$ cat src/hdl/apfs_pkg.sv
// ----------------------------------------------------------------------------
// APA102 panel frame streamer package
// Shared constants, command codes and controller/datapath interface types.
// ----------------------------------------------------------------------------
package apfs_pkg;

    localparam int PANEL_WIDTH = 24;
    localparam int PIXEL_COUNT = 576;
    localparam int START_BYTES = 8;
    localparam int END_BYTES   = 32;

    localparam int FRAME_TOTAL = START_BYTES + 4 * PIXEL_COUNT + END_BYTES;
    localparam int IDX_W       = $clog2(PIXEL_COUNT);
    localparam int POS_W       = $clog2(FRAME_TOTAL);
    localparam int MAP_W       = 9 + $clog2(PANEL_WIDTH);
    localparam int TAG_W       = 8;
    localparam int MISS_W      = 10;
    localparam int CFG_ADDR_W  = 2;
    localparam int IN_DATA_W   = 88;

    localparam logic [7:0] BRIGHT_MARK = 8'hE0;
    localparam logic [7:0] OFF_BRIGHT  = 8'hF0;
    localparam logic [7:0] END_FILL    = 8'hFF;
    localparam logic [TAG_W-1:0] TAG_FIRST = TAG_W'(1);
    localparam logic [TAG_W-1:0] TAG_LAST  = '1;

    typedef enum logic [2:0] {
        CMD_SET_RGB = 3'd0,
        CMD_SET_RAW = 3'd1,
        CMD_CLEAR   = 3'd2,
        CMD_START   = 3'd3,
        CMD_NEXT    = 3'd4
    } cmd_t;

    typedef enum logic [CFG_ADDR_W-1:0] {
        REG_MISSING_COUNT = 2'd0,
        REG_MISSING_A     = 2'd1,
        REG_MISSING_B     = 2'd2
    } reg_idx_t;

    // Controller to datapath
    typedef struct packed {
        logic capture;
        logic map_index;
        logic write_pixel;
        logic epoch_inc;
        logic sweep_start;
        logic sweep_step;
        logic frame_start;
        logic rd_issue;
        logic emit;
    } apfs_cmd_t;

    // Datapath to controller
    typedef struct packed {
        cmd_t command;
        logic frame_enable;
        logic frame_active;
        logic epoch_last;
        logic sweep_done;
        logic out_free;
    } apfs_stat_t;

endpackage

$ cat src/hdl/apfs_ctrl.sv
// ----------------------------------------------------------------------------
// APA102 panel frame streamer controller
// Sequences request decode, pixel writes, frame byte fetch and store sweeps.
// ----------------------------------------------------------------------------
module apfs_ctrl
    import apfs_pkg::*;
(
    input  logic       aclk,
    input  logic       aresetn,
    input  logic       s_tvalid,
    output logic       s_tready,
    input  apfs_stat_t stat,
    output apfs_cmd_t  cmd
);

    typedef enum logic [6:0] {
        ST_IDLE   = 7'b0000001,
        ST_DECODE = 7'b0000010,
        ST_MAP    = 7'b0000100,
        ST_WRITE  = 7'b0001000,
        ST_FETCH  = 7'b0010000,
        ST_SWEEP  = 7'b0100000,
        ST_SPARE  = 7'b1000000
    } state_t;

    state_t state_reg;
    state_t state_next;

    always_ff @(posedge aclk) begin
        if (!aresetn) begin
            state_reg <= ST_SWEEP;
        end else begin
            state_reg <= state_next;
        end
    end

    assign s_tready = (state_reg == ST_IDLE);

    always_comb begin
        state_next = state_reg;
        cmd        = '0;
        case (state_reg)
            ST_IDLE: begin
                if (s_tvalid) begin
                    cmd.capture = 1'b1;
                    state_next  = ST_DECODE;
                end
            end
            ST_DECODE: begin
                state_next = ST_IDLE;
                case (stat.command)
                    CMD_SET_RGB, CMD_SET_RAW: begin
                        cmd.map_index = 1'b1;
                        state_next    = ST_MAP;
                    end
                    CMD_CLEAR: begin
                        // tag space exhausted: wipe every tag before reuse
                        if (stat.epoch_last) begin
                            cmd.sweep_start = 1'b1;
                            state_next      = ST_SWEEP;
                        end else begin
                            cmd.epoch_inc = 1'b1;
                        end
                    end
                    CMD_START: begin
                        cmd.frame_start = stat.frame_enable;
                    end
                    CMD_NEXT: begin
                        if (stat.frame_active) begin
                            cmd.rd_issue = 1'b1;
                            state_next   = ST_FETCH;
                        end
                    end
                    default: begin
                        state_next = ST_IDLE;
                    end
                endcase
            end
            ST_MAP: begin
                state_next = ST_WRITE;
            end
            ST_WRITE: begin
                cmd.write_pixel = 1'b1;
                state_next      = ST_IDLE;
            end
            ST_FETCH: begin
                // hold until the output register can take the byte
                if (stat.out_free) begin
                    cmd.emit   = 1'b1;
                    state_next = ST_IDLE;
                end
            end
            ST_SWEEP: begin
                cmd.sweep_step = 1'b1;
                if (stat.sweep_done) begin
                    state_next = ST_IDLE;
                end
            end
            default: begin
                state_next = ST_IDLE;
            end
        endcase
    end

endmodule

$ cat config.mk
export PLATFORM = sky130hd
export DESIGN_NAME = apfs_ctrl
export DESIGN_NICKNAME = d
export VERILOG_FILES = /design/src/hdl/apfs_pkg.sv /design/src/hdl/apfs_ctrl.sv
export SDC_FILE = /design/constraint.sdc
export NUM_CORES = 1
export LEC_CHECK = 0
export ABC_AREA = 1
export BUFFER_PORTS_ARGS = -buffer_cell sky130_fd_sc_hd__buf_4
export CORE_AREA = 3 3 40 42
export DETAILED_ROUTE_END_ITERATION = 8
export DIE_AREA = 0 0 43 45
export PLACE_DENSITY = 0.58
export SLEW_MARGIN = 10
export SYNTH_ARGS = -nofsm -noshare
export SYNTH_HDL_FRONTEND = slang
export SYNTH_SLANG_ARGS = --single-unit
$ cat constraint.sdc
create_clock -name aclk -period 1.9 [get_ports aclk]
set_input_delay 0.19 -clock aclk [delete_from_list [all_inputs] [get_ports aclk]]
set_output_delay 0.19 -clock aclk [all_outputs]
set_load 0.005 [all_outputs]
Word-level counts from Yosys, hierarchy flattened
Cells that the tools add are included.
{"block": "word_totals", "inputBits": 11, "reg_bits": 7, "output_inout_bits": 10, "elab_cells": 40}
{"block": "classes", "eq_ne": 13, "muxes": 23, "n_reduce_logical": 3}
{"operator": "one-hot mux 7 bit (5 select lines)", "n": 1}
{"operator": "2-to-1 mux 7 bit", "n": 3}
{"operator": "one-hot mux 7 bit (3 select lines)", "n": 1}
{"operator": "2-to-1 mux 1 bit", "n": 13}
{"operator": "equality test 7 x 1 -> 1 bit, second input constant", "n": 1}
{"operator": "equality test 7 x 2 -> 1 bit, second input constant", "n": 1}
{"operator": "equality test 7 x 3 -> 1 bit, second input constant", "n": 1}
{"operator": "equality test 7 x 4 -> 1 bit, second input constant", "n": 1}
{"operator": "equality test 7 x 5 -> 1 bit, second input constant", "n": 1}
{"operator": "equality test 7 x 6 -> 1 bit, second input constant", "n": 1}
{"operator": "equality test 3 x 2 -> 1 bit, second input constant", "n": 2}
{"operator": "2-to-1 mux 2 bit", "n": 3}
{"operator": "2-to-1 mux 6 bit", "n": 1}
{"operator": "!= test 2 bit, second input constant", "n": 3}
{"operator": "2-to-1 mux 5 bit", "n": 1}
{"operator": "equality test 3 x 1 -> 1 bit, second input constant", "n": 1}
{"operator": "equality test 3 bit, second input constant", "n": 1}
{"operator": "zero test 3 bit", "n": 1}
{"operator": "AND reduction 3 bit", "n": 1}
{"operator": "OR reduction 2 bit", "n": 1}

Depth between registers and ports, before layout
Gate-level depths: netlist (run 1).
{"block": "logic_depth", "depth_word": 4, "mapped_depth": 9, "depth_no_buf": 9}

Worst setup path before layout (run 1)
No wires, ideal clock.
{"block": "synth_path", "kind": "register -> output", "startpoint": "reg state_reg[2]", "endpoint": "out cmd[7] (netlist bit)", "path_buffers": 0, "slack_ps": 815, "t_required_ps": 1710, "stages_incl_launch_ff": 6, "arrival_ps": 895, "cell_sequence": "dfxtp_1 -> nor2_4 -> nand2_1 -> nor2_4 -> inv_2 -> nor3_1"}
{"element": "start: declaration", "line_no": "apfs_ctrl.sv:26", "source": "state_t state_reg;"}
{"element": "start signal: assignment", "line_no": "apfs_ctrl.sv:33", "source": "state_reg <= state_next;"}
{"element": "end: declaration", "line_no": "apfs_ctrl.sv:13", "source": "output apfs_cmd_t cmd"}

==> metrics.md, run 1 <==
| Metric | Value |
|---|---|
| Outcome | completed |
| Gr busiest metal | met2 |
| GRT Util Overall | 0.120 |
| Crit share post-route | 0.789 |
| Clock transition at path regs | around 0.040 ns |
| Final count of negative-setup-slack endpoints | 0 |
| Hold crit path type | input pin to register |
| Antenna-violating nets left | 0 |
| Post-synthesis cell type count | 16 |
| Total Wirelength | approximately 980 um |
| RSZ-0062 raised after global routing | no |
| Post-place instance area | between 500 and 600 sq um |
| Top-area cell type share of the netlist area | 0.279 |
| Max Fclk | around 670 MHz |
| Max Cap Viol | 0 |
| Reg2reg setup slack | roughly 0.75 ns |
| Most used DFF post-synth | dfxtp_1 |
| Synth top cells by count | nor2_1 (15), inv_1 (14), nand2_1 (9) |
| Most common cell in the netlist | nor2_1 |
| Die area | 0.00194 sq mm |
| Final Hold Fails | 0 |
| Overflow left after global routing | 0 |
| Global-route wire length before repair | about 1700 um |
| Cell Pwr Density | around 520 mW/mm^2 |
| Die W | between 40 and 50 um |
| CTS tree | built |
| Drt first pass iters | 3 |
| DRT iter0 DRCs | 5 |
| Ports | 21 |
| # diodes | 0 |
| DP Wirelength | 826 um |
| Initial antenna violation count | 0 |
| Pwr Total | between 0.3 and 0.4 mW |
| Synthesized cell area | 430 sq um |
| Layout Nets | 105 |
| Crit path time final | 1.50 ns |
| GPL Wtd Cong | between 0.7 and 0.8 |
| Crit. End Element | output port |
| Worst skew pair latency | ~0.24 ns |
| Most area-hungry cell type in the Yosys netlist | dfxtp_1 |
| CTS Buffer Depth | 2 |
| Drt drc | 0 |
| Share of post-route cells with drive strength above 1 | 0.348 |
| Number of post-CTS setup repair buffers | 0 |
| Worst VDD drop | between 0.0002 and 0.00025 V |
| Setup Skew | 0.00153 ns |
| DR WL/cell | 9.17 um |
| Leak Pwr | 0.344 nW |
| Worst EP arrival | roughly 1.3 ns |
| Crit Path Class | register to output port |
| Vias in the first global route | about 410 |
| Share of flip-flops with an asynchronous set or reset | 0 |
| Yosys warns | 0 |
| Syn Nets | 80 |
| Num CTS Buffers | 3 |
| Post-Syn Instances | between 60 and 70 |
| Core area | about 0.0013 sq mm |
| Synth Register Bits | 6 |
| Post-synth EDFFs | 0 |
| Root buf cell | clkbuf_4 |
| Largest cells by area after synthesis | dfxtp_1 (28%), nor2_1 (13%), inv_1 (12%) |
| Core Rows | 13 |
| Met2 Use GR | 0.180 |
| GR Util met1 | 0.145 |
| Vias | roughly 470 |
| Slew @ Worst Pin | 0.197 ns |
| Cts hold-fix bufs | 0 |
| Die Ht | roughly 45 um |
| Port bufs | 20 |
| Worst Setup Start Kind | register |
| Crit Path Max Fanout | 6 |
| Seq/Total Area, Yosys | 0.279 |
| Grt met3 use | 0.0239 |
| Worst EP required | between 1.5 and 2 ns |
| Fin area | approximately 620 sq um |
| Slew Viols, Final | 0 |
| Max reg flops | 6 |
| Clock Sink Count | 6 |
| Rel. slew slack | 0.868 |
| Syn_area_per_cell | 6.24 sq um |
| Area Growth Syn to Fin | 44.5% |
| Post-CTS sizing | 0 |
| Largest net degree at the start of global routing | 8 |
| Initial Util | 0.335 |
| CTS H-tree depth | 1 |
| Setup TNS | 0 ns |
| Vias per cell | roughly 4.3 |
-- cell type report --
type,count,area (sq um)
Fill cell,153,663
Sequential cell,6,120
Timing Repair Buffer,20,150
Clock buffer,3,22.5
Multi-Input combinational cell,48,254
Inverter,15,56.3
Tap cell,15,18.8
-- report_power, final --
part | switching [mW] | total, mW | internal [mW]
combinational | 0.0367 | 0.0706 | 0.0339
clock | 0.0445 | 0.116 | 0.0713
sequential | 0.00510 | 0.136 | 0.131
total | 0.0863 | 0.323 | 0.236
-- cells in the final DEF (no fill, tap or decap), drive strengths merged --
cell type / n
buf: 20
nor2: 20
inv: 15
nand2: 10
nand3: 7
dfxtp: 6
nand4: 4
nor3: 3
clkbuf: 3
nand3b: 1
and3: 1
a21oi: 1
nor4: 1
-- critical path, cell delays in order, from the launching register on --
cell	delay, ns
dfxtp_1	0.33
nor2_4	0.18
nand2_1	0.11
nor2_4	0.12
inv_2	0.07
nor3_1	0.13
buf_4	0.13
-- path summary, 6_finish.rpt --
kind | endpoint | startpoint | cells past startpoint
min reg2reg | state_reg[3]$_SDFFE_PN0P_ | state_reg[2]$_SDFFE_PN0P_ | 4
max reg2reg | state_reg[0]$_SDFFE_PN0P_ | state_reg[2]$_SDFFE_PN0P_ | 8
min | state_reg[2]$_SDFFE_PN0P_ | stat[7] | 2
max | cmd[7] | state_reg[2]$_SDFFE_PN0P_ | 6
-- cells by family (layout without fill, tap and decap cells) --
family / count (synthesis) / in the layout / synth area share
buffers and inverters: 15 / 38 / 0.131
flip-flops: 6 / 6 / 0.279
AND/OR/NAND/NOR: 47 / 47 / 0.578
AO/OA/AOI/OAI: 1 / 1 / 0.0116
-- stage by stage --
step / std cells / hold WS, ns / setup WS, ns / utilization
after floorplan: 69 / 0.261 / 0.815 / -
after global placement: 104 / 0.407 / 0.645 / 0.466
after detailed placement: 104 / 0.408 / 0.657 / 0.466
after CTS: 107 / 0.148 / 0.384 / 0.484
after global routing: 107 / 0.152 / 0.246 / 0.484
final: 107 / 0.156 / 0.400 / 0.484
-- per-layer routing --
layer | part of all wire | wire length (um)
met4 | 0.016 | 16
met3 | 0.090 | 88
met1 | 0.46 | 455
met5 | 0 | 0
met2 | 0.43 | 421
Power figures use the tool's default switching activity.
==> run 2: changes to the inputs <==
PLACE_DENSITY = 0.6   (was 0.58)
clock period = 1.3 ns   (was 1.9 ns; I/O delays follow)
==> metrics.md, run 2 (synthesis gave the netlist of run 1 again) <==
| Metric | Value |
|---|---|
| Outcome | complete, but fails checks |
| Failing checks | setup timing |
| Layout Nets | 110 |
| Worst EP required | 1.17 ns |
| Share of post-route cells with drive strength above 1 | 0.485 |
| CTS Buffer Depth | 2 |
| Num CTS Buffers | 3 |
| Worst EP arrival | roughly 1.2 ns |
| Leak Pwr | 0.371 nW |
| Ports | 21 |
| Max reg flops | 6 |
| Area Growth Syn to Fin | 61.6% |
| Largest net degree at the start of global routing | 8 |
| Cells on worst reg2reg path | 7 |
| Drt first pass iters | 4 |
| RSZ-0062 raised after global routing | yes |
| DRT iter0 DRCs | 5 |
| Post-place instance area | about 600 sq um |
| Worst Hold Depth | 2 |
| Crit-path max cell delay | ~0.33 ns |
| CP Depth | 6 |
| GPL Wtd Cong | between 0.6 and 0.7 |
| DR WL/cell | about 9.9 um |
| Most common cell after layout, fill and taps aside | buf_4 |
| # placed instances | between 100 and 150 |
| Cell Pwr Density | 700 mW/mm^2 |
| Fin area | between 600 and 700 sq um |
| Die W | between 40 and 50 um |
| Setup Skew | between 0.001 and 0.0015 ns |
| Worst skew pair latency | 0.24 ns |
| Crit share post-route | 1.04 |
| Die area | slightly below 0.002 sq mm |
| Max Fclk | 743 MHz |
| Final count of negative-setup-slack endpoints | 5 |
| Final WS setup | -0.0456 ns |
| Initial antenna violation count | 0 |
| Critical-path top delay cell | dfxtp_2 |
| GRT Util Overall | 0.126 |
| Rel. slew slack | 0.844 |
| Final Util | 0.541 |
| Crit Path Class | register to output port |
| Antenna-violating nets left | 0 |
| Vias | 500 |
| Hold WS | ~0.085 ns |
| Overflow left after global routing | 0 |
| Core area | 0.00128 sq mm |
| Drt drc | 0 |
| Core Rows | 13 |
| Most frequent CP cell | nor2_4 |
| Crit. End Element | output port |
| Port bufs | 20 |
| Slew @ Worst Pin | 0.234 ns |
| Die Ht | roughly 45 um |
| Most frequent cells in the layout | buf_4 (24), inv_1 (14), nor2_1 (12) |
| Final Hold Fails | 0 |
| Initial Util | 0.335 |
| Worst VDD drop | 0.000415 V |
| Largest delay contributor family on the critical path | simple AND/OR/NAND/NOR gates |
| CTS tree | built |
| CTS H-tree depth | 1 |
| Clock Sink Count | 6 |
| Worst path cell trace | nor2_4 > nand2_2 > nor2_4 > inv_2 > nor3_2 > buf_4 |
| DP Wirelength | 864 um |
| Hold crit path type | input pin to register |
| Vias in the first global route | around 480 |
| Crit path time final | between 1 and 1.5 ns |
| Vias per cell | approximately 4.5 |
| Slew Viols, Final | 0 |
| Reg2reg setup slack | about 0.17 ns |
| Root buf cell | clkbuf_4 |
| Clock transition at path regs | about 0.050 ns |
| Final Non-Filler Cells | 112 |
| Total Wirelength | roughly 1100 um |
| Fillers | 150 |
| Buf+Inv Stages, Crit Path | 2 |
| Worst Setup Start Kind | register |
| Max Cap Viol | 0 |
| Global-route wire length before repair | roughly 1800 um |
| Crit Path Max Fanout | 4 |
| # diodes | 0 |
run 2: what timing repair did:
action,CTS,global route
setup buffers,5,0
pin swaps,4,3
setup endpoints to repair,5,9
gates resized for setup,4,8
hold buffers,0,0
run 2: power breakdown:
part | switching (mW) | internal [mW]
Clock | 0.0660 | 0.104
Combinational | 0.0600 | 0.0553
Sequential | 0.00827 | 0.193
run 2: cell type report:
cell class                      instances  area, sq um  share of cell area
Multi-Input combinational cell         48          282               0.405
Tap cell                               15         18.8              0.0270
Clock buffer                            3         22.5              0.0324
Inverter                               15         56.3              0.0809
Sequential cell                         6          125               0.180
Timing Repair Buffer                   25          191               0.275
run 2: final timing paths:
| kind | from | endpoint |
|---|---|---|
| max | state_reg[4]$_SDFFE_PN0P_ | cmd[7] |
| min | aresetn | state_reg[5]$_SDFFE_PN1P_ |
| max reg2reg | state_reg[1]$_SDFFE_PN0P_ | state_reg[0]$_SDFFE_PN0P_ |
| min reg2reg | state_reg[2]$_SDFFE_PN0P_ | state_reg[3]$_SDFFE_PN0P_ |
run 2: worst register-to-register path, stage by stage (launching register included):
cell     delay, ns
dfxtp_1       0.34
nor2_2        0.21
nand4_1       0.16
nand2_1       0.12
nor2_1        0.05
nand2_1       0.05
nand2_1       0.05
nor2_2        0.07
run 2: stage by stage:
step	total power, mW	setup slack [ns]	setup TNS (ns)
final	0.487	-0.0456	-0.0996
after CTS	0.492	-0.0443	-0.127
after global routing	0.526	-0.129	-0.747
after detailed placement	0.306	0.0996	0
after global placement	0.306	0.120	0
after floorplan	0.255	0.259	0
run 2: metal layers:
metal  share of wire  GRT usage  vias to the layer above
met3           0.072     0.0199                        0
li1                -          -                      276
met2            0.51      0.204                       17
met4               0      0.108                        0
met1            0.41      0.147                      207
met5               0          0                        -
==> run 3: changes to the inputs <==
BUFFER_PORTS_ARGS = not set   (was -buffer_cell sky130_fd_sc_hd__buf_4)
DONT_BUFFER_PORTS = 1   (was not set)
PLACE_DENSITY = 0.46   (was 0.6)
==> metrics.md, run 3 (synthesis gave the netlist of run 1 again) <==
| Metric | Value |
|---|---|
| Final Non-Filler Cells | 93 |
| Antenna-violating nets left | 0 |
| Final WS setup | around 0.053 ns |
| Share of post-route cells with drive strength above 1 | 0.256 |
| Final count of negative-setup-slack endpoints | 0 |
| Initial antenna violation count | 0 |
| Area of the multi-input gates | between 200 and 300 sq um |
| DRT iter0 DRCs | 9 |
| Core area | 0.00128 sq mm |
| Largest net degree at the start of global routing | 8 |
| Pre-CTS setup slack | between 0.15 and 0.2 ns |
| Worst skew pair latency | 0.24 ns |
| Crit Path Max Fanout | 4 |
| Initial Util | 0.335 |
| Total Wirelength | roughly 960 um |
| CTS tree | built |
| GPL Wtd Cong | 0.732 |
| DR WL/cell | 10.3 um |
| RSZ-0062 raised after global routing | yes |
| Rel. slew slack | 0.829 |
| Root buf cell | clkbuf_4 |
| GRT Util Overall | 0.112 |
| Max Cap Viol | 0 |
| Clock transition at path regs | ~0.04 ns |
| Worst Setup Start Kind | register |
| Slew Viols, Final | 0 |
| CTS H-tree depth | 1 |
| CTS Buffer Depth | 2 |
| Worst EP required | 1.17 ns |
| Crit share post-route | 0.959 |
| Clock Sink Count | 6 |
| Leak Pwr | between 0.2 and 0.3 nW |
| Drt first pass iters | 3 |
| Outcome | completed |
| Pwr Total | around 0.45 mW |
| Die area | 0.00194 sq mm |
| Worst EP arrival | 1.12 ns |
| Area taken by flip-flops and latches | ~120 sq um |
| Drt drc | 0 |
| DP Wirelength | between 700 and 800 um |
| Max reg flops | 6 |
| Die Ht | 45 um |
| # placed instances | 84 |
| Vias per cell | about 4.8 |
| Global-route wire length before repair | around 1600 um |
| Core Rows | 13 |
| Layout Nets | just over 90 |
| Most frequent cells in the layout | inv_1 (14), nor2_1 (14), nand2_1 (8) |
| Hold crit path type | input pin to register |
| Port bufs | 0 |
| Max Fclk | between 800 and 900 MHz |
| Num CTS Buffers | 3 |
| Crit Path Class | register to output port |
| # diodes | 0 |
| Slew @ Worst Pin | about 0.25 ns |
| Crit. End Element | output port |
| Crit path time final | around 1.2 ns |
| Area Growth Syn to Fin | 24.7% |
| Worst VDD drop | about 0.00029 V |
| Vias | roughly 450 |
| Overflow left after global routing | 0 |
| Final Util | 0.418 |
| Final Hold Fails | 0 |
| Cell Pwr Density | between 800 and 900 mW/mm^2 |
| Fillers | between 100 and 150 |
| Ports | 21 |
| Setup Skew | 0.00188 ns |
| Vias in the first global route | 412 |
| Die W | roughly 43 um |
-- run 3: what timing repair did --
| action | in CTS | in global routing |
|---|---|---|
| hold buffers | 3 | 0 |
| cloned | 0 | 0 |
| gates resized for setup | 1 | 4 |
| pin swaps | 2 | 3 |
| buffers inserted | 2 | 1 |
| hold endpoints to repair | 2 | 0 |
| setup endpoints to repair | 5 | 5 |
-- run 3: critical path, cell delays in order, from the launching register on --
cell,delay [ns]
dfxtp_1,0.34
nor2_4,0.13
nand2_2,0.07
nor2_4,0.12
nand4_1,0.13
inv_1,0.09
-- run 3: layout make-up --
type                            count  share of cell area
Multi-Input combinational cell     48               0.492
Sequential cell                     6               0.228
Inverter                           15               0.105
Timing Repair Buffer                6              0.0979
Clock buffer                        3              0.0420
Tap cell                           15              0.0350
-- run 3: path summary, 6_finish.rpt --
check                       startpoint                   endpoint  cells after the start  slack, ns
min reg2reg  state_reg[3]$_SDFFE_PN0P_  state_reg[3]$_SDFFE_PN0P_                      3       0.57
max          state_reg[5]$_SDFFE_PN1P_                     cmd[4]                      5       0.05
min                            aresetn  state_reg[0]$_SDFFE_PN0P_                      2       0.02
max reg2reg  state_reg[5]$_SDFFE_PN1P_  state_reg[0]$_SDFFE_PN0P_                      8       0.13
-- run 3: power breakdown --
group / total, mW / switching [mW] / internal, mW / leakage (nW)
Clock: 0.168 / 0.0639 / 0.104 / 0.0138
Sequential: 0.199 / 0.00749 / 0.192 / 0.0501
Combinational: 0.0784 / 0.0451 / 0.0333 / 0.206
Total: 0.446 / 0.117 / 0.329 / 0.269
-- run 3: metal layers --
metal	global-route usage	up-vias	part of all wire
li1	-	236	-
met1	0.118	187	0.41
met2	0.174	22	0.47
met3	0.0359	3	0.097
met4	0.108	0	0.026
met5	0	-	0
-- run 3: per-stage QoR --
stage / TNS [ns] / hold WS [ns] / area, sq um
after floorplan: 0 / 0.201 / 430
after global placement: 0 / 0.209 / 449
after detailed placement: 0 / 0.206 / 449
after CTS: 0 / 0.0194 / 522
after global routing: -0.0318 / 0.0218 / 537
final: 0 / 0.0213 / 537
